`config.mk`:
```
export PLATFORM = sky130hd
export DESIGN_NAME = gcd_cordic_cell
export DESIGN_NICKNAME = d
export VERILOG_FILES = /design/src/rtl/gcd_pkg.sv /design/src/rtl/gcd_cordic_cell.sv
export SDC_FILE = /design/constraint.sdc
export NUM_CORES = 1
export LEC_CHECK = 0
export ABC_CLOCK_PERIOD_IN_PS = 3310
export BUFFER_PORTS_ARGS = -buffer_cell sky130_fd_sc_hd__buf_4
export CORE_UTILIZATION = 57
export CTS_BUF_LIST = sky130_fd_sc_hd__clkbuf_8
export DETAILED_ROUTE_END_ITERATION = 8
export GPL_ROUTABILITY_DRIVEN = 0
export GPL_TIMING_DRIVEN = 1
export PLACE_DENSITY = 0.93
export SLEW_MARGIN = 30
export SYNTH_ARGS = -nofsm -noshare
export SYNTH_HDL_FRONTEND = slang
export SYNTH_SLANG_ARGS = --single-unit
```
`constraint.sdc`:
```
create_clock -name clk -period 3.31 [get_ports clk]
set_input_delay 0.1655 -clock clk [delete_from_list [all_inputs] [get_ports clk]]
set_output_delay 0.1655 -clock clk [all_outputs]
set_load 0.1 [all_outputs]
```
`src/rtl/gcd_pkg.sv`:
```
`timescale 1ns / 1ps

package gcd_pkg;

    localparam int ANGLE_FRAC_BITS_DEF = 16;

    localparam int LAT_W    = 24;
    localparam int LON_W    = 25;
    localparam int DEG_W    = 26;
    localparam int RADIUS_W = 16;
    localparam int DIST_W   = 26;

    localparam logic [RADIUS_W-1:0] RADIUS_RESET = 16'd6371;

    localparam int CORDIC_STEPS = 30;
    localparam int SQRT_STEPS   = 31;

    // cordic datapath, phase word, q30 values, square root operand
    localparam int CW    = 34;
    localparam int PH_W  = 32;
    localparam int Q_W   = 32;
    localparam int REM_W = 62;

    typedef logic signed [CW-1:0] cdata_t;

    localparam cdata_t CORDIC_GAIN  = 34'sd652032874;
    localparam cdata_t QUARTER_TURN = 34'sd1073741824;
    localparam logic signed [Q_W-1:0] ONE_Q30 = 32'sd1073741824;
    localparam logic [31:0] TWO_PI_Q29 = 32'd3373259426;

    // atan(2^-i) in units of 2^32 per turn
    localparam logic [CW-1:0] ATAN_TURNS [CORDIC_STEPS] = '{
        34'd536870912, 34'd316933406, 34'd167458907, 34'd85004756, 34'd42667331,
        34'd21354465, 34'd10679838, 34'd5340245, 34'd2670163, 34'd1335087,
        34'd667544, 34'd333772, 34'd166886, 34'd83443, 34'd41722,
        34'd20861, 34'd10430, 34'd5215, 34'd2608, 34'd1304,
        34'd652, 34'd326, 34'd163, 34'd81, 34'd41,
        34'd20, 34'd10, 34'd5, 34'd3, 34'd1
    };

endpackage

```
`src/rtl/gcd_cordic_cell.sv`:
```
`timescale 1ns / 1ps

module gcd_cordic_cell #(
    parameter int STEP   = 0,
    parameter bit VECTOR = 1'b0,
    parameter int TAG_W  = 1
) (
    input  logic                 clk,
    input  logic                 en,
    input  gcd_pkg::cdata_t      x_in,
    input  gcd_pkg::cdata_t      y_in,
    input  gcd_pkg::cdata_t      z_in,
    input  logic [TAG_W-1:0]     tag_in,
    output gcd_pkg::cdata_t      x_out,
    output gcd_pkg::cdata_t      y_out,
    output gcd_pkg::cdata_t      z_out,
    output logic [TAG_W-1:0]     tag_out
);
    import gcd_pkg::*;

    localparam cdata_t ANGLE = cdata_t'(ATAN_TURNS[STEP]);

    cdata_t dx;
    cdata_t dy;
    logic   pos;
    cdata_t x_next;
    cdata_t y_next;
    cdata_t z_next;
    cdata_t x_reg;
    cdata_t y_reg;
    cdata_t z_reg;
    logic [TAG_W-1:0] tag_reg;

    always_comb
    begin
        dx = y_in >>> STEP;
        dy = x_in >>> STEP;
        if (VECTOR)
        begin
            // drive y toward zero
            pos = y_in > 0;
            if (pos)
            begin
                x_next = x_in + dx;
                y_next = y_in - dy;
                z_next = z_in + ANGLE;
            end
            else
            begin
                x_next = x_in - dx;
                y_next = y_in + dy;
                z_next = z_in - ANGLE;
            end
        end
        else
        begin
            // drive z toward zero
            pos = z_in >= 0;
            if (pos)
            begin
                x_next = x_in - dx;
                y_next = y_in + dy;
                z_next = z_in - ANGLE;
            end
            else
            begin
                x_next = x_in + dx;
                y_next = y_in - dy;
                z_next = z_in + ANGLE;
            end
        end
    end

    always_ff @(posedge clk)
    begin
        if (en)
        begin
            x_reg   <= x_next;
            y_reg   <= y_next;
            z_reg   <= z_next;
            tag_reg <= tag_in;
        end
    end

    assign x_out   = x_reg;
    assign y_out   = y_reg;
    assign z_out   = z_reg;
    assign tag_out = tag_reg;

endmodule

```
After elaboration in Yosys (flattened, before gate mapping):

Index checks and enable logic that the tools add are counted.

* register bits: 103
* bits of input ports: 105
* output and inout port bits: 103

* add/subtract/negate cells: 5
* order comparisons: 1
* mux-type cells: 3

Operators by type and width (number)
* 34-bit two-way mux: 3
* 34-bit subtractor: 2
* 34-bit by 31-bit adder with 34-bit output, second input constant: 1
* 34-bit adder: 1
* 34-bit by 1-bit greater-or-equal comparator with 1-bit output, second input constant: 1
* 34-bit by 31-bit subtractor with 34-bit output, second input constant: 1

Depth between registers and ports, before layout:

* depth in word-level cells: 2
* mapped depth: 15
* depth with buffers taken out: 13

Worst setup path before layout:

No wires, ideal clock.

* kind: input to register
* start point: input x_in[0]
* end point: register x_reg[32] (netlist: x_out[32]), data pin
* library setup time: 0.268 ns
* arrival: 2.398 ns
* slack: 0.644 ns
* stages on the path: 12
* buffers on the path: 0
* cells stage by stage: inv_1 > ha_1 > fa_1 > nand2b_1 > a211oi_1 > o21ai_0 > a21boi_1 > a31oi_1 > o41a_1 > o21a_1 > a211oi_1 > xor2_1

* longest elaborated chain between the ends: 2
* elaborated cells on any way between the ends: 3
* classes of those cells: add/sub: 2; mux: 1

RTL lines
* from (decl): line gcd_cordic_cell.sv:10 `input gcd_pkg::cdata_t x_in,`
* 34-bit adder / 34-bit subtractor (equally long branches): line gcd_cordic_cell.sv:67, gcd_cordic_cell.sv:61
* 34-bit two-way mux *: line gcd_cordic_cell.sv:59 `if (pos)`
* via x_next[32]: line gcd_cordic_cell.sv:26 `cdata_t x_next;`
* to (signal assigned): line gcd_cordic_cell.sv:78 `x_reg <= x_next;`
* to (decl): line gcd_cordic_cell.sv:29 `cdata_t x_reg;`

The timed path passes the listed nets; every way through them passes the cells marked *.
A chain may end at the register's enable or synchronous reset.

Worst setup path after layout:

* start point: input z_in[4]
* end point: register x_reg[2] (netlist: x_out[2]), data pin

* longest elaborated chain between the ends: 2

RTL lines
* from (decl): line gcd_cordic_cell.sv:12 `input gcd_pkg::cdata_t z_in,`
* 34-bit by 1-bit greater-or-equal comparator with 1-bit output: line gcd_cordic_cell.sv:58 `pos = z_in >= 0;`
* 34-bit two-way mux: line gcd_cordic_cell.sv:59
* via x_next[2]: line gcd_cordic_cell.sv:26

The timed path passes the listed nets, and every way through them passes these cells.

==> summary.txt <==
Yosys
  – Top-count cell post-synth: a21oi_1
  – Top cells by area, synth: edfxtp_1 34%, ha_1 14%, a21oi_1 7.0%
  – Post-synthesis xor/xnor area fraction: 0.0633
  – Share of the synthesized area in the top cell type: 0.335
  – Ys Warns: 0
  – Post-synthesis register bit count: just over 100
  – Synth Cell Area: ~9000 um^2
  – Area fraction in compound gates after synthesis: 0.229
  – Yosys cell types: 77
  – Adder-cell share of the synthesized area: 0.150
  – Synth cell count leaders: 127 x a21oi_1, 104 x inv_1, 103 x ha_1
  – Cells after Synth: 1037
  – Sequential area share after synthesis: 0.335
  – Post-synthesis mux area share: 0.0166
  – EDFF count, synth: a little over 100
  – Post-Synth Simple-Gate Area: 0.141
  – Synth Flop Type: edfxtp_1
  – Syn nets: approximately 1200
  – Largest family of logic cells by synthesized area: compound AO/OA/AOI/OAI gates
  – FFs w/ async S/R, synth: 0
  – Dominant cell type by area after synthesis: edfxtp_1
  – Post-synthesis area per instance: between 8 and 9 um^2

Clock network
  – CTS tree: yes
  – CTS clock-pin slew for the worst setup and hold paths: 110 ps
  – Clock root buffer: clkbuf_8
  – Worst-case clock buffer depth: 2
  – Cts bufs inserted: 9
  – CTS Sinks: approximately 100
  – Htree depth: 3

Die
  – IO Count: roughly 210
  – Die area: ~17000 um^2
  – Initial core utilization: 0.592
  – Core Area: 15400 um^2
  – Row count: between 40 and 50
  – Die H: 129 um
  – Chip width: between 100 and 150 um

Critical path
  – Worst Path Arrival: between 3000 and 4000 ps
  – Type of the worst setup path: in -> reg
  – Req. time, crit path: 3520 ps
  – Cell repeated most along the worst path: nor4_1
  – Cells along the critical path: dlygate4sd3_1 -> buf_4 -> nor4_1 -> nand4_1 -> nor4_1 -> and4_1 -> nor2_4 -> inv_2 -> buf_6 -> mux2i_1 -> xor2_1
  – CP max stage cell: dlygate4sd3_1
  – CP max stage delay: between 500 and 600 ps
  – Crit path max fanout: 33
  – Worst setup EP type: flop
  – CP startpoint kind: input pin

STA
  – Worst slew pin tran: between 900 and 1000 ps
  – Final setup viols: 0
  – Max Fclk: between 300 and 400 MHz
  – RSZ-0062 raised after global routing: no
  – Crit path time final: 3200 ps
  – Pins Over Slew Limit: 0
  – Count of final hold-check violations: 0
  – Slew headroom: 0.386
  – Fin crit share: 0.968
  – Setup TNS: 0 ps

Layout
  – Core Util, Final: 0.752
  – Filler cell count: 1106
  – Final Cell Area: roughly 12000 um^2
  – Nets: about 1500
  – Share of layout cells above drive strength 1: 0.215
  – Area Overhead vs Synth: 27.0%
  – Antenna diodes: 0

Pwr
  – Internal power: just under 3 mW
  – Switching share of power: 0.493
  – Leak: approximately 5.2 nW
  – Part of the power in registers: 0.301
  – Sw power: 2.83 mW
  – Peak supply drop: approximately 0.33 mV
  – Tot Pwr: approximately 5.7 mW
  – Power per standard cell area: 495 nW/um^2
  – Clock power share: 0.164
  – Combinational Power Share: 0.535

Hold path
  – Worst hold path type: in -> reg

Run status
  – Status: complete, no violations

Global route
  – Largest net degree at the start of global routing: 71
  – Number of global-route vias before repair: a little over 9000
  – GR Util All Layers: 0.360
  – GRT overflow: 0
  – Global-route wire length before repair: approximately 46000 um
  – Initial antenna violation count: 0

Job
  – Max-cap violations: 0

Route
  – WL final: 29500 um
  – Antenna Violating Nets Remaining: 0
  – Residual DRC: 0
  – Pre-Repair DR Iteration Count: 8
  – DR WL/cell: between 15 and 20 um
  – DR iter-0 viols: 1433
  – DR vias: about 9500
  – Drt via density: about 6.3

Placement
  – Post-DP HPWL: 21400 um
  – Placed inst area: 11100 um^2
  – Port bufs: between 200 and 250
cell families (layout without fill, tap and decap cells):
family / after synthesis / count (layout)
adder cells (fa/ha/maj): 107 / 107
AO/OA/AOI/OAI: 333 / 333
XOR/XNOR: 66 / 66
AND/OR/NAND/NOR: 264 / 264
flip-flops: 102 / 102
buffers and inverters: 150 / 395
multiplexers: 15 / 15
critical path: cells and delay by family:
kind          cells  cell delay [ps]
simple gates      5             1290
buf+inv           4             1390
mux               1              320
xor+xnor          1              230
through the flow:
step                      setup WS, ps  std cells  hold WS (ps)
after CTS                          262       1493          61.5
after detailed placement          9.16       1447           348
after floorplan                    644       1037           264
after global routing              30.4       1493          71.9
final                              106       1493          76.1
after global placement             145       1447           346
timing repair:
item / CTS / global route
setup endpoints to repair: 0 / 1
resized for setup: 0 / 1
hold buffers: 30 / 0
endpoints found under the hold margin: 30 / 0
buffers inserted: 0 / 0
layout make-up:
type / instances / area, um^2 / share of cell area
inverters: 105 / 394 / 0.0340
clock buffers: 9 / 124 / 0.0107
clock inverters: 7 / 114 / 0.00981
flip-flops and latches: 102 / 3060 / 0.264
well taps: 211 / 264 / 0.0227
repair buffers: 274 / 2160 / 0.186
multi-input cells: 785 / 5490 / 0.473
state kept, by name, indices dropped and copies added (netlist names):
register  flops
tag_out       1
x_out        34
y_out        33
z_out        34
placed cells by master, fill, tap and decap left out, types with 4 or more instances in the layout:
master,netlist,layout
nor2b_1,15,15
nand2_1,58,58
ha_1,103,103
or3_1,12,12
a21o_1,23,23
o21bai_1,10,10
nand3_1,15,15
nor3_1,21,21
nand4_1,13,13
o211ai_1,13,13
clkbuf_8,0,9
o21a_1,9,9
o21ai_0,64,64
nor4_1,10,10
xnor2_1,51,51
o31ai_1,11,11
a31oi_1,11,11
mux2i_1,14,14
inv_1,104,103
a311oi_1,4,4
a211oi_1,17,17
dlygate4sd3_1,0,30
or4_1,4,4
nor2_1,82,81
and2_1,4,4
fa_1,4,4
edfxtp_1,102,102
nand2b_1,12,12
a21oi_1,127,127
a211o_1,6,6
buf_4,2,241
xor2_1,15,15
final timing paths:
path,start,to,slack [ps],cells past startpoint
worst min-delay path,z_in[29],z_out[29],80,2
worst max-delay path,z_in[4],x_out[2],110,11
routing by layer:
metal,part of all wire,global-route usage
met5,0,0
met4,0.061,0.226
met3,0.12,0.0931
met2,0.46,0.594
met1,0.37,0.420
power by group through the flow:
stage	sequential (mW)	combinational (mW)	clock, mW
after floorplan	3.06	0.899	0
after global placement	1.75	2.92	0
after detailed placement	1.76	2.96	0
after CTS	1.73	3.01	0.945
after global routing	1.75	3.19	0.996
final	1.73	3.08	0.943
Note: power is estimated with default switching activity, not from simulation.
