--- src/rtl/gcd_pkg.sv ---
`timescale 1ns / 1ps

package gcd_pkg;

    localparam int ANGLE_FRAC_BITS_DEF = 16;

    localparam int LAT_W    = 24;
    localparam int LON_W    = 25;
    localparam int DEG_W    = 26;
    localparam int RADIUS_W = 16;
    localparam int DIST_W   = 26;

    localparam logic [RADIUS_W-1:0] RADIUS_RESET = 16'd6371;

    localparam int CORDIC_STEPS = 30;
    localparam int SQRT_STEPS   = 31;

    // cordic datapath, phase word, q30 values, square root operand
    localparam int CW    = 34;
    localparam int PH_W  = 32;
    localparam int Q_W   = 32;
    localparam int REM_W = 62;

    typedef logic signed [CW-1:0] cdata_t;

    localparam cdata_t CORDIC_GAIN  = 34'sd652032874;
    localparam cdata_t QUARTER_TURN = 34'sd1073741824;
    localparam logic signed [Q_W-1:0] ONE_Q30 = 32'sd1073741824;
    localparam logic [31:0] TWO_PI_Q29 = 32'd3373259426;

    // atan(2^-i) in units of 2^32 per turn
    localparam logic [CW-1:0] ATAN_TURNS [CORDIC_STEPS] = '{
        34'd536870912, 34'd316933406, 34'd167458907, 34'd85004756, 34'd42667331,
        34'd21354465, 34'd10679838, 34'd5340245, 34'd2670163, 34'd1335087,
        34'd667544, 34'd333772, 34'd166886, 34'd83443, 34'd41722,
        34'd20861, 34'd10430, 34'd5215, 34'd2608, 34'd1304,
        34'd652, 34'd326, 34'd163, 34'd81, 34'd41,
        34'd20, 34'd10, 34'd5, 34'd3, 34'd1
    };

endpackage

--- src/rtl/gcd_phase_conv.sv ---
`timescale 1ns / 1ps

module gcd_phase_conv #(
    parameter int ANGLE_FRAC_BITS = gcd_pkg::ANGLE_FRAC_BITS_DEF
) (
    input  logic                            clk,
    input  logic                            en,
    input  logic signed [gcd_pkg::DEG_W-1:0] deg,
    output logic [gcd_pkg::PH_W-1:0]         phase
);
    import gcd_pkg::*;

    localparam int SHIFT = 32 - ANGLE_FRAC_BITS;
    // floor(x * 2^SHIFT / 360) == (x * RECIP) >> 35 for every 26 bit x
    localparam logic [63:0] RECIP = ((64'd1 << (35 + SHIFT)) + 64'd359) / 64'd360;
    localparam logic [25:0] RECIP_LO = RECIP[25:0];
    localparam logic [25:0] RECIP_HI = RECIP[51:26];

    logic [DEG_W-1:0] mag_reg;
    logic             neg_reg;
    logic             neg2_reg;
    logic [51:0]      plo_reg;
    logic [51:0]      phi_reg;
    logic [52:0]      acc;
    logic [PH_W-1:0]  quo;
    logic [PH_W-1:0]  phase_reg;
    logic [PH_W-1:0]  phase_next;

    always_comb
    begin
        acc        = {1'b0, phi_reg} + 53'(plo_reg[51:26]);
        quo        = acc[40:9];
        phase_next = neg2_reg ? (~quo + 32'd1) : quo;
    end

    always_ff @(posedge clk)
    begin
        if (en)
        begin
            mag_reg   <= deg[DEG_W-1] ? DEG_W'(-deg) : DEG_W'(deg);
            neg_reg   <= deg[DEG_W-1];
            plo_reg   <= mag_reg * RECIP_LO;
            phi_reg   <= mag_reg * RECIP_HI;
            neg2_reg  <= neg_reg;
            phase_reg <= phase_next;
        end
    end

    assign phase = phase_reg;

endmodule

--- config.mk ---
export PLATFORM = sky130hd
export DESIGN_NAME = gcd_phase_conv
export DESIGN_NICKNAME = d
export VERILOG_FILES = /design/src/rtl/gcd_pkg.sv /design/src/rtl/gcd_phase_conv.sv
export SDC_FILE = /design/constraint.sdc
export NUM_CORES = 1
export LEC_CHECK = 0
export ABC_AREA = 0
export CAP_MARGIN = 5
export CORE_MARGIN = 1
export CORE_UTILIZATION = 65
export DETAILED_ROUTE_END_ITERATION = 7
export DONT_BUFFER_PORTS = 1
export PLACE_DENSITY = 0.81
export SYNTH_ARGS = -nofsm -noshare
export SYNTH_HDL_FRONTEND = slang
export SYNTH_SLANG_ARGS = --single-unit
--- constraint.sdc ---
create_clock -name clk -period 11.9 [get_ports clk]
set_input_delay 2.38 -clock clk [delete_from_list [all_inputs] [get_ports clk]]
set_output_delay 2.38 -clock clk [all_outputs]
set_load 0.005 [all_outputs]
## Word level (Yosys, flattened, before mapping)

Cells that the tools add are included.

| word-level totals | value |
|---|---|
| bits in registers | 150 |
| bits of input ports | 28 |
| output and inout port bits | 32 |
| logic and storage cells | 15 |

| cells by class | value |
|---|---|
| add/sub/neg operators | 3 |
| multipliers | 2 |
| muxes and demuxes | 2 |
| bitwise gates (word level) | 1 |

Operator list:

| kind | count |
|---|---|
| $mul 26x24->50 const B | 1 |
| $add 41x26->41 | 1 |
| $mul 26x16->40 const B | 1 |
| $add 32x1->32 const B | 1 |
| $mux 32 | 1 |
| $not 32->32 | 1 |
| $neg 26->26 | 1 |
| $mux 25 | 1 |

## Depth between registers and ports, before layout

| logic depth | value |
|---|---|
| depth in word-level cells | 4 |
| depth in mapped cells | 25 |
| mapped depth without buffers | 24 |

## Least setup slack after synthesis

OpenSTA, ideal clock, no wires.

| path | value |
|---|---|
| kind | reg-to-reg |
| start | register mag_reg[18] |
| end | register plo_reg[51] (data pin) |
| library setup time | 0.260 ns |
| data arrival time | 6.275 ns |
| required time | 11.640 ns |
| path slack | 5.365 ns |
| stages on the path, launching flop included | 23 |
| buffers on the path | 0 |
| clock period less this slack | 6.535 ns |
| cells stage by stage | edfxtp_1 > ha_1 > inv_1 > fa_1 > inv_1 > ha_1 > fa_1 > fa_1 > inv_1 > fa_1 > fa_1 > inv_1 > ha_1 > a21oi_1 > o21ai_0 > a221oi_1 > a2bb2oi_1 > a21bo_2 > a211o_1 > a32o_1 > nor4_1 > nor3_1 > xnor2_1 |

| between the ends | value |
|---|---|
| longest elaborated chain between the ends | 1 |

RTL lines:

| item | line | text |
|---|---|---|
| start, declared | gcd_phase_conv.sv:19 | `logic [DEG_W-1:0] mag_reg;` |
| start signal, assigned | gcd_phase_conv.sv:40 | `mag_reg <= deg[DEG_W-1] ? DEG_W'(-deg) : DEG_W'(deg);` |
| $mul 26x24->50 | gcd_phase_conv.sv:42 | `plo_reg <= mag_reg * RECIP_LO;` |
| end signal, assigned | gcd_phase_conv.sv:42 |  |
| end, declared | gcd_phase_conv.sv:22 | `logic [51:0] plo_reg;` |

Every way passes these cells.
A chain may end at the register's enable or synchronous reset.

## Worst setup path after layout

Ends and elaborated chain as after synthesis.

==> metrics.log <==
INFO  metric fillers = about 2.6k
INFO  metric synth_area = 0.0230 sq mm
INFO  metric required = approximately 12,000 ps
INFO  metric grt.busiest_layer = met2
INFO  metric floorplan.die_area = 0.0362 sq mm
INFO  metric critical_path.top_delay_family = adder cells
INFO  metric routabilityCongestion = 0.960
INFO  metric critical_path.max_fanout = 13
INFO  metric post_drt_via_cell_ratio = 5.84
INFO  metric largest_reg_flops = 40
INFO  metric worst-setup-path-type = reg2reg
INFO  metric max_cap_viol_count = 0
INFO  metric drtIter0Drc = slightly below 1k
INFO  metric avgSynthCellArea = slightly above 10 sq um
INFO  metric die_x = 190 um
INFO  metric timing.final.hold_violations = 0
INFO  metric grt_util_all_layers = 32.3%
INFO  metric tightest_slew = 911 ps
INFO  metric result_of_the_run = complete, no violations
INFO  metric final.setup.tns = 0 ps
INFO  metric global_route_wire_length_before_repair = approximately 88 mm
INFO  metric capturing_element_type_of_the_critical_path = flop
INFO  metric multiInputGateArea = 0.0171 sq mm
INFO  metric timing.critical_path.slowest_stage_cell = sky130_fd_sc_hd__edfxtp_1
INFO  metric drt_wl_total = 55.3 mm
INFO  metric report.final.slew_viol_count = 0
INFO  metric final_layout_size_suffix_gt1_share = 3.60%
INFO  metric dp_hpwl = around 47 mm
INFO  metric post_cts_resize_count = 0
INFO  metric arrival = about 7400 ps
INFO  metric synth_enable_flop_cells = 125
INFO  metric setup_viol_count_final = 0
INFO  metric synthToLayoutAreaGrowth = 4.84%
INFO  metric slew_headroom = 39.2%
INFO  metric clk_path_buf_depth = 2
INFO  metric row_count = 68
INFO  metric path_buf_inv = 4
INFO  metric number_of_global_route_vias_before_repair = 16.7k
INFO  metric nets = 3,039
INFO  metric vias = between 15k and 20k
INFO  metric post_cts_hold_buffer_count = 0
INFO  metric mappedNetlistNets = 3,034
INFO  metric post_synth_num_cell_types = 89
INFO  metric clock-skew-final = 16.3 ps
INFO  metric use_met1 = a little over two fifths
INFO  metric floorplan.core_area = 0.0347 sq mm
INFO  metric worst_path_most_repeated_cell = sky130_fd_sc_hd__fa_1
INFO  metric min_period = between 7000 and 8000 ps
INFO  metric final-seq-area = roughly 0.0038 sq mm
INFO  metric critical_path.startpoint_type = flop
INFO  metric clk_pin_slew_worst_paths = 70 ps
INFO  metric cts_root_buffer = sky130_fd_sc_hd__clkbuf_16
INFO  metric globalRouteMet2Util = 53.6%
INFO  metric routed_wire_length_per_instance = 20.3 um
INFO  metric number_of_buffers_added_by_the_clock_tree_synthesis_step = 17
INFO  metric synth-seq-cells = 125
INFO  metric start_util = 66.3%
INFO  metric tritoncts = built
INFO  metric synth-main-ff-cell = sky130_fd_sc_hd__edfxtp_1
INFO  metric synthesis.instances = 2,259
INFO  metric detail-route-antenna-nets = 0
INFO  metric timing.fmax = between 0.1 and 0.15 GHz
INFO  metric number_of_antenna_violations_at_the_first_check_in_global_routing = 0
INFO  metric final.period_utilization = 60.3%
INFO  metric overflow = 0
INFO  metric post_cts.repair.setup_buffers = 0
INFO  metric insertion_delay = 450 ps
INFO  metric seq_area_frac_synth = 16.3%
INFO  metric drt_pre_antenna_iters = 7
INFO  metric drc = 0
INFO  metric portBuffers = 0
INFO  metric global_route.usage.met3 = under 10%
INFO  metric synth_warnings = 0
INFO  metric clock_tree.htree_level_count = 4
INFO  metric antennaDiodeCount = 0
INFO  metric die_span_y = 190 um
INFO  metric worstPathCellList = ha_1, inv_1, fa_1, inv_1, ha_1, fa_1, fa_1, inv_1, fa_1, fa_1, inv_1, ha_1, a21oi_1, o21ai_0, a221oi_1, a2bb2oi_1, a21bo_2, a211o_1, a32o_1, nor4_1, nor3_1, xnor2_1
INFO  metric clock-sinks = 125
INFO  metric io_count = 60
INFO  metric asyncSetResetFlopFracSynth = 0%
INFO  metric grt_setup_unrepaired = no
INFO  metric maximum_number_of_pins_on_one_net_before_global_route_repair = 126
INFO  metric crit_path_max_incr_delay = 730 ps
INFO  metric hold_path.class = reg2reg
-- cell usage in the layout (no fill, tap or decap), types with 6 or more instances in the layout --
| cell | netlist | routed |
|---|---|---|
| sky130_fd_sc_hd__a211o_1 | 7 | 7 |
| sky130_fd_sc_hd__nand3_1 | 33 | 33 |
| sky130_fd_sc_hd__nand2_1 | 74 | 74 |
| sky130_fd_sc_hd__clkbuf_16 | 0 | 17 |
| sky130_fd_sc_hd__o21a_1 | 11 | 11 |
| sky130_fd_sc_hd__xor2_1 | 34 | 34 |
| sky130_fd_sc_hd__nor2b_1 | 15 | 15 |
| sky130_fd_sc_hd__a31o_2 | 6 | 6 |
| sky130_fd_sc_hd__o31ai_1 | 16 | 16 |
| sky130_fd_sc_hd__or3_1 | 14 | 14 |
| sky130_fd_sc_hd__and2_1 | 11 | 11 |
| sky130_fd_sc_hd__nand2b_1 | 20 | 20 |
| sky130_fd_sc_hd__and3_1 | 9 | 9 |
| sky130_fd_sc_hd__inv_1 | 563 | 563 |
| sky130_fd_sc_hd__a211oi_1 | 9 | 9 |
| sky130_fd_sc_hd__a21oi_1 | 75 | 75 |
| sky130_fd_sc_hd__nor3_1 | 22 | 22 |
| sky130_fd_sc_hd__inv_6 | 0 | 7 |
| sky130_fd_sc_hd__edfxtp_1 | 125 | 125 |
| sky130_fd_sc_hd__or2_2 | 8 | 8 |
| sky130_fd_sc_hd__a21o_1 | 47 | 47 |
| sky130_fd_sc_hd__buf_4 | 0 | 13 |
| sky130_fd_sc_hd__xnor2_1 | 98 | 98 |
| sky130_fd_sc_hd__a31oi_1 | 12 | 12 |
| sky130_fd_sc_hd__o21bai_1 | 11 | 11 |
| sky130_fd_sc_hd__nand4_1 | 16 | 16 |
| sky130_fd_sc_hd__nor2_1 | 58 | 58 |
| sky130_fd_sc_hd__o21ai_0 | 60 | 60 |
| sky130_fd_sc_hd__ha_1 | 427 | 427 |
| sky130_fd_sc_hd__fa_1 | 320 | 320 |
| sky130_fd_sc_hd__and4_1 | 7 | 7 |
| sky130_fd_sc_hd__nor4_1 | 11 | 11 |
-- routing by layer --
layer	share of wire, %	vias to the layer above	wire [um]
met2	47	569	26200
met5	0	-	0
met1	44	7796	24200
li1	-	7490	-
met4	3.4	0	1860
met3	5.6	105	3120
-- worst register-to-register path: stages, from the launching register on --
cell and delay, ps:
sky130_fd_sc_hd__edfxtp_1 730, sky130_fd_sc_hd__ha_1 550, sky130_fd_sc_hd__inv_1 90, sky130_fd_sc_hd__fa_1 540, sky130_fd_sc_hd__inv_1 40, sky130_fd_sc_hd__ha_1 290, sky130_fd_sc_hd__fa_1 460, sky130_fd_sc_hd__fa_1 550
sky130_fd_sc_hd__inv_1 60, sky130_fd_sc_hd__fa_1 500, sky130_fd_sc_hd__fa_1 550, sky130_fd_sc_hd__inv_1 40, sky130_fd_sc_hd__ha_1 360, sky130_fd_sc_hd__a21oi_1 140, sky130_fd_sc_hd__o21ai_0 90, sky130_fd_sc_hd__a221oi_1 380
sky130_fd_sc_hd__a2bb2oi_1 210, sky130_fd_sc_hd__a21bo_2 300, sky130_fd_sc_hd__a211o_1 360, sky130_fd_sc_hd__a32o_1 280, sky130_fd_sc_hd__nor4_1 160, sky130_fd_sc_hd__nor3_1 100, sky130_fd_sc_hd__xnor2_1 130
-- Yosys cell counts (all sizes together), types with 12 or more instances --
cell	count	area, sq um
inv	563	2110
ha	427	5340
fa	320	6410
edfxtp	125	3750
xnor2	98	858
a21oi	77	400
nand2	75	289
o21ai	61	305
nor2	58	218
a21o	47	353
xor2	34	298
nand3	33	165
clkbuf	24	90.1
nor3	24	130
nand2b	20	125
nand4	16	100
o31ai	16	120
nor2b	15	93.8
or3	14	87.6
a31oi	12	75.1
-- worst paths after layout --
kind / slack [ps] / startpoint / endpoint / cells past startpoint
max reg2reg: 4720 / mag_reg[18] / plo_reg[51] / 22
min: 430 / neg_reg / neg2_reg / 0
min reg2reg: 430 / neg_reg / neg2_reg / 0
max: 4720 / mag_reg[18] / plo_reg[51] / 22
-- cell families (layout without fill, tap and decap cells) --
| group | Yosys count | after routing | share of synthesized area, % |
|---|---|---|---|
| adder cells (fa/ha/maj) | 747 | 747 | 51.0 |
| buffers and inverters | 590 | 608 | 9.66 |
| AO/OA/AOI/OAI | 331 | 331 | 10.1 |
| AND/OR/NAND/NOR | 331 | 331 | 7.73 |
| XOR/XNOR | 132 | 132 | 5.02 |
| flip-flops | 125 | 125 | 16.3 |
| multiplexers | 3 | 3 | 0.130 |
-- metrics by stage --
step	util, %	cells	worst slack, ps	instance area, sq um	hold WS (ps)
floorplan	-	2259	5360	23000	400
detailed placement	67.9	2700	4720	23600	421
global route	69.6	2732	4230	24100	440
finish	69.6	2732	4720	24100	429
CTS	69.6	2732	4740	24100	437
global placement	67.9	2700	4870	23600	408
-- cell type report --
| cell class | instances | share of cell area (%) |
|---|---|---|
| clock buffers | 18 | 1.78 |
| flip-flops and latches | 125 | 15.5 |
| repair buffers | 13 | 0.404 |
| multi-input cells | 1544 | 70.6 |
| inverters | 563 | 8.75 |
| clock inverters | 14 | 0.534 |
| well taps | 455 | 2.36 |
Power is not shown: default switching activity piles up to over one toggle a cycle in this logic, so the estimate is an artifact.
