<file path="config.mk">
export PLATFORM = sky130hd
export DESIGN_NAME = gcd_sqrt_cell
export DESIGN_NICKNAME = d
export VERILOG_FILES = /design/src/rtl/gcd_pkg.sv /design/src/rtl/gcd_sqrt_cell.sv
export SDC_FILE = /design/constraint.sdc
export NUM_CORES = 1
export LEC_CHECK = 0
export ABC_AREA = 1
export BUFFER_PORTS_ARGS = -buffer_cell sky130_fd_sc_hd__buf_2
export CORE_AREA = 3 3 186 188
export CTS_BUF_LIST = sky130_fd_sc_hd__clkbuf_4 sky130_fd_sc_hd__clkbuf_8 sky130_fd_sc_hd__clkbuf_16
export CTS_CLUSTER_SIZE = 12
export DETAILED_ROUTE_END_ITERATION = 16
export DIE_AREA = 0 0 189 191
export GPL_TIMING_DRIVEN = 0
export PLACE_DENSITY = 0.65
export SKIP_CTS_REPAIR_TIMING = 1
export SYNTH_ARGS = -nofsm -noshare
export SYNTH_HDL_FRONTEND = slang
export SYNTH_SLANG_ARGS = --single-unit
</file>
<file path="constraint.sdc">
create_clock -name clk -period 3.5 [get_ports clk]
set_clock_uncertainty 0.05 [all_clocks]
set_input_delay 0.525 -clock clk [delete_from_list [all_inputs] [get_ports clk]]
set_output_delay 0.525 -clock clk [all_outputs]
set_load 0.005 [all_outputs]
</file>
<file path="src/rtl/gcd_pkg.sv">
`timescale 1ns / 1ps

package gcd_pkg;

    localparam int ANGLE_FRAC_BITS_DEF = 16;

    localparam int LAT_W    = 24;
    localparam int LON_W    = 25;
    localparam int DEG_W    = 26;
    localparam int RADIUS_W = 16;
    localparam int DIST_W   = 26;

    localparam logic [RADIUS_W-1:0] RADIUS_RESET = 16'd6371;

    localparam int CORDIC_STEPS = 30;
    localparam int SQRT_STEPS   = 31;

    // cordic datapath, phase word, q30 values, square root operand
    localparam int CW    = 34;
    localparam int PH_W  = 32;
    localparam int Q_W   = 32;
    localparam int REM_W = 62;

    typedef logic signed [CW-1:0] cdata_t;

    localparam cdata_t CORDIC_GAIN  = 34'sd652032874;
    localparam cdata_t QUARTER_TURN = 34'sd1073741824;
    localparam logic signed [Q_W-1:0] ONE_Q30 = 32'sd1073741824;
    localparam logic [31:0] TWO_PI_Q29 = 32'd3373259426;

    // atan(2^-i) in units of 2^32 per turn
    localparam logic [CW-1:0] ATAN_TURNS [CORDIC_STEPS] = '{
        34'd536870912, 34'd316933406, 34'd167458907, 34'd85004756, 34'd42667331,
        34'd21354465, 34'd10679838, 34'd5340245, 34'd2670163, 34'd1335087,
        34'd667544, 34'd333772, 34'd166886, 34'd83443, 34'd41722,
        34'd20861, 34'd10430, 34'd5215, 34'd2608, 34'd1304,
        34'd652, 34'd326, 34'd163, 34'd81, 34'd41,
        34'd20, 34'd10, 34'd5, 34'd3, 34'd1
    };

endpackage

</file>
<file path="src/rtl/gcd_sqrt_cell.sv">
`timescale 1ns / 1ps

module gcd_sqrt_cell #(
    parameter int STEP  = 0,
    parameter int TAG_W = 32
) (
    input  logic                        clk,
    input  logic                        en,
    input  logic [gcd_pkg::REM_W-1:0]   v_in,
    input  logic [gcd_pkg::REM_W-1:0]   r_in,
    input  logic [TAG_W-1:0]            tag_in,
    output logic [gcd_pkg::REM_W-1:0]   v_out,
    output logic [gcd_pkg::REM_W-1:0]   r_out,
    output logic [TAG_W-1:0]            tag_out
);
    import gcd_pkg::*;

    localparam logic [REM_W-1:0] BIT = REM_W'(1) << (60 - 2 * STEP);

    logic [REM_W-1:0] trial;
    logic [REM_W-1:0] v_next;
    logic [REM_W-1:0] r_next;
    logic [REM_W-1:0] v_reg;
    logic [REM_W-1:0] r_reg;
    logic [TAG_W-1:0] tag_reg;

    always_comb
    begin
        trial = r_in + BIT;
        if (v_in >= trial)
        begin
            v_next = v_in - trial;
            r_next = (r_in >> 1) + BIT;
        end
        else
        begin
            v_next = v_in;
            r_next = r_in >> 1;
        end
    end

    always_ff @(posedge clk)
    begin
        if (en)
        begin
            v_reg   <= v_next;
            r_reg   <= r_next;
            tag_reg <= tag_in;
        end
    end

    assign v_out   = v_reg;
    assign r_out   = r_reg;
    assign tag_out = tag_reg;

endmodule

</file>
* Yosys cells after proc, flatten, opt, wreduce, memory -nomap -nowiden
Index checks and enable logic that the tools add are counted.
** Word-level totals
- Bits in registers :: 156
- Bits of input ports :: 158
- Output and inout bits :: 156
** Operators by class
- $add $sub $neg :: 3
- $lt $le $gt $ge :: 1
- Muxes and demuxes :: 2
** Operators by type and width (count)
- $add A61 B61 Y62 const B :: 1
- $add A62 B61 Y62 const B :: 1
- $ge A62 B62 Y1 :: 1
- $mux W62 :: 1
- $sub A62 B62 Y62 :: 1
- $mux W61 :: 1

* Longest topological paths before layout
Gate-level depths: netlist of run 1.
- Depth in word-level cells :: 3
- Gate-level depth with buffers :: 18

* Least setup slack after synthesis of run 1
No wires, ideal clock.
- Path type :: input -> register
- From :: input v_in[0] in the netlist's numbering
- To :: register v_reg[27], in the netlist v_out[27] (data pin)
- Library setup time :: 0.253 ns
- Arrival :: 2.274 ns
- Data required time :: 3.197 ns
- Path slack :: 0.923 ns
- Cell stages on the path :: 18
- Cells stage by stage :: inv_1 > ha_1 > inv_1 > fa_1 > nand3_1 > nand3_2 > nand2_1 > nand2_1 > nand2_1 > nand2_2 > nand2_1 > nand2_1 > nand2_1 > nand3_2 > buf_6 > buf_12 > nand2_1 > nand2_1
** Between the ends
- Longest elaborated chain between the ends :: 2
- Elaborated cells between the ends (all ways) :: 3
** Ends and longest elaborated chain
- from (decl) :: RTL line gcd_sqrt_cell.sv:9 : input logic [gcd_pkg::REM_W-1:0] v_in,
- $sub A62 B62 Y62 or $ge A62 B62 Y1 (tied branches) :: RTL line gcd_sqrt_cell.sv:32, gcd_sqrt_cell.sv:30
- $mux W62 * :: RTL line gcd_sqrt_cell.sv:30 : if (v_in >= trial)
- named net v_next[27] :: RTL line gcd_sqrt_cell.sv:21 : logic [REM_W-1:0] v_next;
- to (signal assigned) :: RTL line gcd_sqrt_cell.sv:46 : v_reg <= v_next;
- to (decl) :: RTL line gcd_sqrt_cell.sv:23 : logic [REM_W-1:0] v_reg;
The timed path passes the listed nets; every way through them passes the cells marked *.
A chain may end at the register's enable or synchronous reset.

* Final worst setup path of run 1
- From :: input r_in[52] in the netlist's numbering
- To :: register v_reg[57], in the netlist v_out[57] (data pin)
** Between the ends
- Longest elaborated chain between the ends :: 3
- Elaborated cells between the ends (all ways) :: 4
** Ends and longest elaborated chain
- from (decl) :: RTL line gcd_sqrt_cell.sv:10 : input logic [gcd_pkg::REM_W-1:0] r_in,
- $add A62 B61 Y62 * :: RTL line gcd_sqrt_cell.sv:29 : trial = r_in + BIT;
- $sub A62 B62 Y62 or $ge A62 B62 Y1 (tied branches) :: RTL line gcd_sqrt_cell.sv:32, gcd_sqrt_cell.sv:30
- $mux W62 * :: RTL line gcd_sqrt_cell.sv:30
- named net v_next[57] :: RTL line gcd_sqrt_cell.sv:21
Marks and branches as above.

==> flow_summary.yaml, run 1 <==
status:
  status: "finished, final reports clean"
critical_path:
  critPathMostFrequentCell: "nand2_1"
  critPathKind: "input pin to flop"
  path_max_fanout: 10
  cp-start-kind: "input pin"
  path_delay_family: "compound AO/OA/AOI/OAI gates"
  crit_start: "r_in[52]"
  end_kind: "flop"
  cp_cell_sequence: "buf_2, inv_1, ha_1, nand2_1, inv_1, a21oi_1, nand2_1, a21oi_2, clkbuf_1, nand3_1, nand2_1"
  cp_slowest_cell: "a21oi_2"
  path_buf_inv: 4
  crit_required_ns: 3.76
  cpPeakStageDelay_ns: 0.60
  arrival_ns: 3.24
logic_synthesis:
  synth.distinct_cells: 33
  synth_edf_count: 156
  syn_area_per_cell_um2: 7.00
  async_flop_share: 0
  synth_cells: 1689
  yosysTopAreaCell: "edfxtp_1"
  synth_top_area_frac: 0.396
  yosysMostFrequentCell: "nand2_1"
  synth_area_leaders: "edfxtp_1 40%, nand2_1 21%, inv_1 12%"
  ys_ff_latch: 156
  ys.flop_type: "edfxtp_1"
  synth_nets: 1910
  yosysWarningCount: 0
  syn_area_mm2: 0.0118
  yosys-top-cells-count: "668 x nand2_1, 374 x inv_1, 156 x edfxtp_1, 128 x nand3_1, 108 x nor2_1"
  synth-seq-area-share: 0.396
detailed_routing:
  drt.antenna.violating_nets: 0
  drt_drc_violations_left: 0
  avgViaCountPerCell: 4.56
  drtIter0Drc: 822
  routed_wl_um: 40200
  wl_per_cell_um: 16.2
  firstDrtPassIters: 5
  vias: 11300
sta:
  finalCriticalPeriod_ns: 2.98
  rsz0062_at_grt: "false"
  tightest_slew_ns: 0.699
  hold_viol_final: 0
  post-route-period-util: 0.851
  finalSetupTns_ns: 0
  fmax_mhz: 336
  drv_slew: 0
  slew_headroom: 0.534
  setup_violations: 0
cells_and_area:
  post-route-util: 0.435
  seqCellArea_mm2: 0.00468
  multi_input_area_mm2: 0.00552
  drive_gt1_frac: 0.201
  fill_cells: 3512
  area_growth_pct: 22.6
  stdcell_area_mm2: 0.0145
  diodes: 0
  final_cell_count_no_fill: 2482
  nNetsFinal: 2243
clocking:
  cts_sinks: 156
  clkTransAtPathRegs_ns: 0.06
  htreeDepth: 4
  cts_inserted_buffers: 17
  cts.path.max_buffers: 2
  cts_tree: "yes"
  cts_root_buf: "clkbuf_16"
global_route:
  grt_pass1_vias: 10900
  grt_max_degree: 89
  antenna_found_initial: 0
  grt-ovfl-total: 0
  grt_pass1_wl_um: 61300
  grtUsageTotal: 0.222
floorplanning:
  fp.dieH_um: 191
  row_count: 67
  die_area_mm2: 0.0361
  io_pins: 314
  chipWidth_um: 189
  core_mm2: 0.0333
  start_util: 0.355
power:
  total_power_mw: 5.77
  power_leakage_nw: 8.10
  vdd_drop_max_mv: 0.331
  powerDensity_mw_per_mm2: 398
placement:
  dpl_cell_area_mm2: 0.0140
  gp_congestion: 0.916
  dpl.cell_count: 2451
  post-dp-hpwl_um: 34000
  io_buffers: 313
hold_path:
  hp-class: "input pin to flop"
  hold_path.startpoint: "tag_in[29]"
job:
  max-cap-violations: 0
cell usage in the layout (no fill, tap or decap), types with 4 or more instances in the layout:
cell / netlist / routed
ha_1: 62 / 62
nand3_2: 21 / 21
clkbuf_1: 6 / 6
edfxtp_1: 156 / 156
a21oi_1: 39 / 39
clkinv_2: 0 / 7
o21ai_0: 5 / 5
nand2_1: 668 / 668
xor2_1: 31 / 31
clkbuf_16: 0 / 17
and2_1: 4 / 4
nand2_2: 11 / 11
nand4_1: 20 / 20
inv_2: 7 / 7
buf_6: 10 / 11
clkinvlp_4: 0 / 4
buf_2: 1 / 313
nor2_2: 5 / 5
nand3_1: 128 / 128
inv_1: 374 / 374
nor2_1: 108 / 108
nor3_1: 13 / 13
where the power goes:
part	internal, mW	leakage, nW	switching [mW]
registers	2.32	1.52	0.0437
logic	0.616	6.33	1.13
clock network	0.886	0.245	0.776
final timing paths:
path              slack (ns)  depth (start not counted)           to
setup / recovery        0.52                         11    v_out[57]
hold / removal          0.21                          1  tag_out[29]
state kept, by name, summed over array words and instances, names as in the netlist:
name and cells:
tag_out 32, r_out 62, v_out 62
stage by stage:
| step | setup slack, ns | hold slack [ns] |
|---|---|---|
| 6_report | 0.523 | 0.208 |
| 2_1_floorplan | 0.923 | 0.574 |
| 5_1_grt | 0.379 | 0.181 |
| 3_3_place_gp | -0.0723 | 0.652 |
| 3_5_place_dp | 0.109 | 0.653 |
| 4_1_cts | 0.580 | 0.172 |
logic make-up after synthesis:
| family | Yosys count | synth area share |
|---|---|---|
| and+or+nand+nor | 991 | 0.356 |
| buffers and inverters | 400 | 0.136 |
| DFF | 156 | 0.396 |
| adders and majority gates | 63 | 0.0673 |
| AOI/OAI and AO/OA | 47 | 0.0204 |
| xor gates and xnor gates | 32 | 0.0237 |
layout make-up:
type | instances | share of cell area
plain buffers | 19 | 0.0124
clock buffers | 17 | 0.0294
clock inverters | 14 | 0.00561
inverters | 381 | 0.0987
multi-input cells | 1133 | 0.381
flip-flops and latches | 156 | 0.323
well taps | 448 | 0.0387
repair buffers | 314 | 0.110
routing by layer:
layer  up-vias  global-route usage  part of all wire
met3        32              0.0374             0.063
met4         0              0.0659             0.019
li1       5865                   -                 -
met1      5083               0.311              0.47
met5         -                   0                 0
met2       334               0.355              0.44
(Power assumes the default switching activity.)
==> run 2, diff against run 1 <==
- GPL_TIMING_DRIVEN: 0 -> not set
- HOLD_SLACK_MARGIN: not set -> 0.15
==> run 2 against run 1 <==
  * Sequential share of layout area shrank 0.25 points
  * Non-clock buffer count shrank 3
  * Die area is the same
  * Total power grew 6.9%
  * Sequential power is essentially flat
  * Setup slack gained 0.20 ns
  * Worst hold slack gained 0.00052 ns
  * Fmax grew 7.2%
  * Via count grew 0.74%
  * Largest power group unchanged
  * Highest routed layer unchanged
==> flow_summary.yaml, run 2 (synthesis results as in run 1) <==
sta:
  tightest_slew_ns: 0.644
  finalSetupTns_ns: 0
  rsz0062_at_grt: "false"
  slew_headroom: 0.571
  post-route-period-util: 0.794
  finalCriticalPeriod_ns: 2.78
  setup_ws_ns: 0.723
  hold_viol_final: 0
  fmax_mhz: 360
  setup_violations: 0
  drv_slew: 0
status:
  status: "finished, final reports clean"
clocking:
  cts_root_buf: "clkbuf_16"
  clkTransAtPathRegs_ns: 0.06
  cts_sinks: 156
  cts_tree: "yes"
  cts.path.max_buffers: 2
  cts_inserted_buffers: 17
  htreeDepth: 4
placement:
  io_buffers: 313
  dpl_cell_area_mm2: 0.0140
  pre_cts_ws_ns: 0.302
  post-dp-hpwl_um: 35000
  gp_congestion: 0.960
job:
  max-cap-violations: 0
power:
  vdd_drop_max_mv: 0.338
  power_leakage_nw: 8.17
  powerDensity_mw_per_mm2: 422
  total_power_mw: 6.16
detailed_routing:
  avgViaCountPerCell: 4.60
  drt.antenna.violating_nets: 0
  drt_drc_violations_left: 0
  vias: 11400
  firstDrtPassIters: 5
  wl_per_cell_um: 16.7
  drtIter0Drc: 867
  routed_wl_um: 41400
cells_and_area:
  diodes: 0
  mostFrequentLayoutCell: "nand2_1"
  area_growth_pct: 23.5
  post-route-util: 0.439
  fill_cells: 3513
  nNetsFinal: 2240
  most-common-layout-cells: "668 x nand2_1, 374 x inv_1, 312 x buf_2"
  drive_gt1_frac: 0.203
  stdcell_area_mm2: 0.0146
critical_path:
  end_kind: "flop"
  critPathKind: "input pin to flop"
  arrival_ns: 2.91
  cp-start-kind: "input pin"
  crit_required_ns: 3.63
  path_max_fanout: 32
global_route:
  grtUsageTotal: 0.230
  grt_pass1_vias: 11300
  grt-ovfl-total: 0
  antenna_found_initial: 0
  grt_max_degree: 69
  grt_pass1_wl_um: 63800
floorplanning:
  fp.dieH_um: 191
  die_area_mm2: 0.0361
  chipWidth_um: 189
  io_pins: 314
  core_mm2: 0.0333
  row_count: 67
  start_util: 0.355
hold_path:
  hp-class: "input pin to flop"
## run 2: cell types whose count changed in the layout (fill, tap and decap cells not counted), moves of 3 or more
cell        change
bufinv_16       +5
buf_6          -10
clkbuf_4        +3
buf_4          +13
clkinvlp_4      -3
clkinv_2        -4
clkbuf_1        -6
## run 2: critical path, cell delays in order
cell and delay [ns]:
buf_2 0.09, inv_1 0.07, ha_1 0.15, inv_1 0.08, fa_1 0.44, nand3_1 0.11, nand3_2 0.12, nand2_1 0.08
nand2_1 0.09, nand2_1 0.08, nand2_2 0.07, nand2_1 0.06, nand2_1 0.08, nand2_1 0.08, nand3_2 0.30, buf_12 0.29
nand3_1 0.09, nand2_1 0.06
## run 2: final timing paths
path / start / endpoint / cells after the start
max: v_in[0] / v_out[36] / 18
min: tag_in[3] / tag_out[3] / 1
## run 2: per-layer routing
layer / share of wire / vias to the layer above / GRT usage
met1: 0.48 / 5183 / 0.325
met2: 0.45 / 344 / 0.373
met4: 0.011 / 0 / 0.0481
met3: 0.056 / 16 / 0.0352
met5: 0 / - / 0
li1: - / 5855 / -
## run 2: metrics by stage
| step | std cells | hold slack [ns] |
|---|---|---|
| finish | 2480 | 0.208 |
| global route | 2480 | 0.179 |
| CTS | 2480 | 0.175 |
| detailed placement | 2448 | 0.653 |
| global placement | 2448 | 0.652 |
| floorplan | 1689 | 0.574 |
## run 2: area by class of cell
type,instances,area [µm²],share of cell area
inverters,381,1430,0.0980
well taps,448,561,0.0384
repair buffers,330,1750,0.120
clock inverters,12,194,0.0133
clock buffers,20,448,0.0307
multi-input cells,1133,5530,0.379
flip-flops and latches,156,4680,0.321
## run 2: power by group
part | switching, mW | leakage [nW] | internal (mW) | total [mW]
registers | 0.0526 | 1.52 | 2.32 | 2.37
logic | 1.11 | 6.33 | 0.608 | 1.72
clock network | 0.783 | 0.316 | 1.29 | 2.07
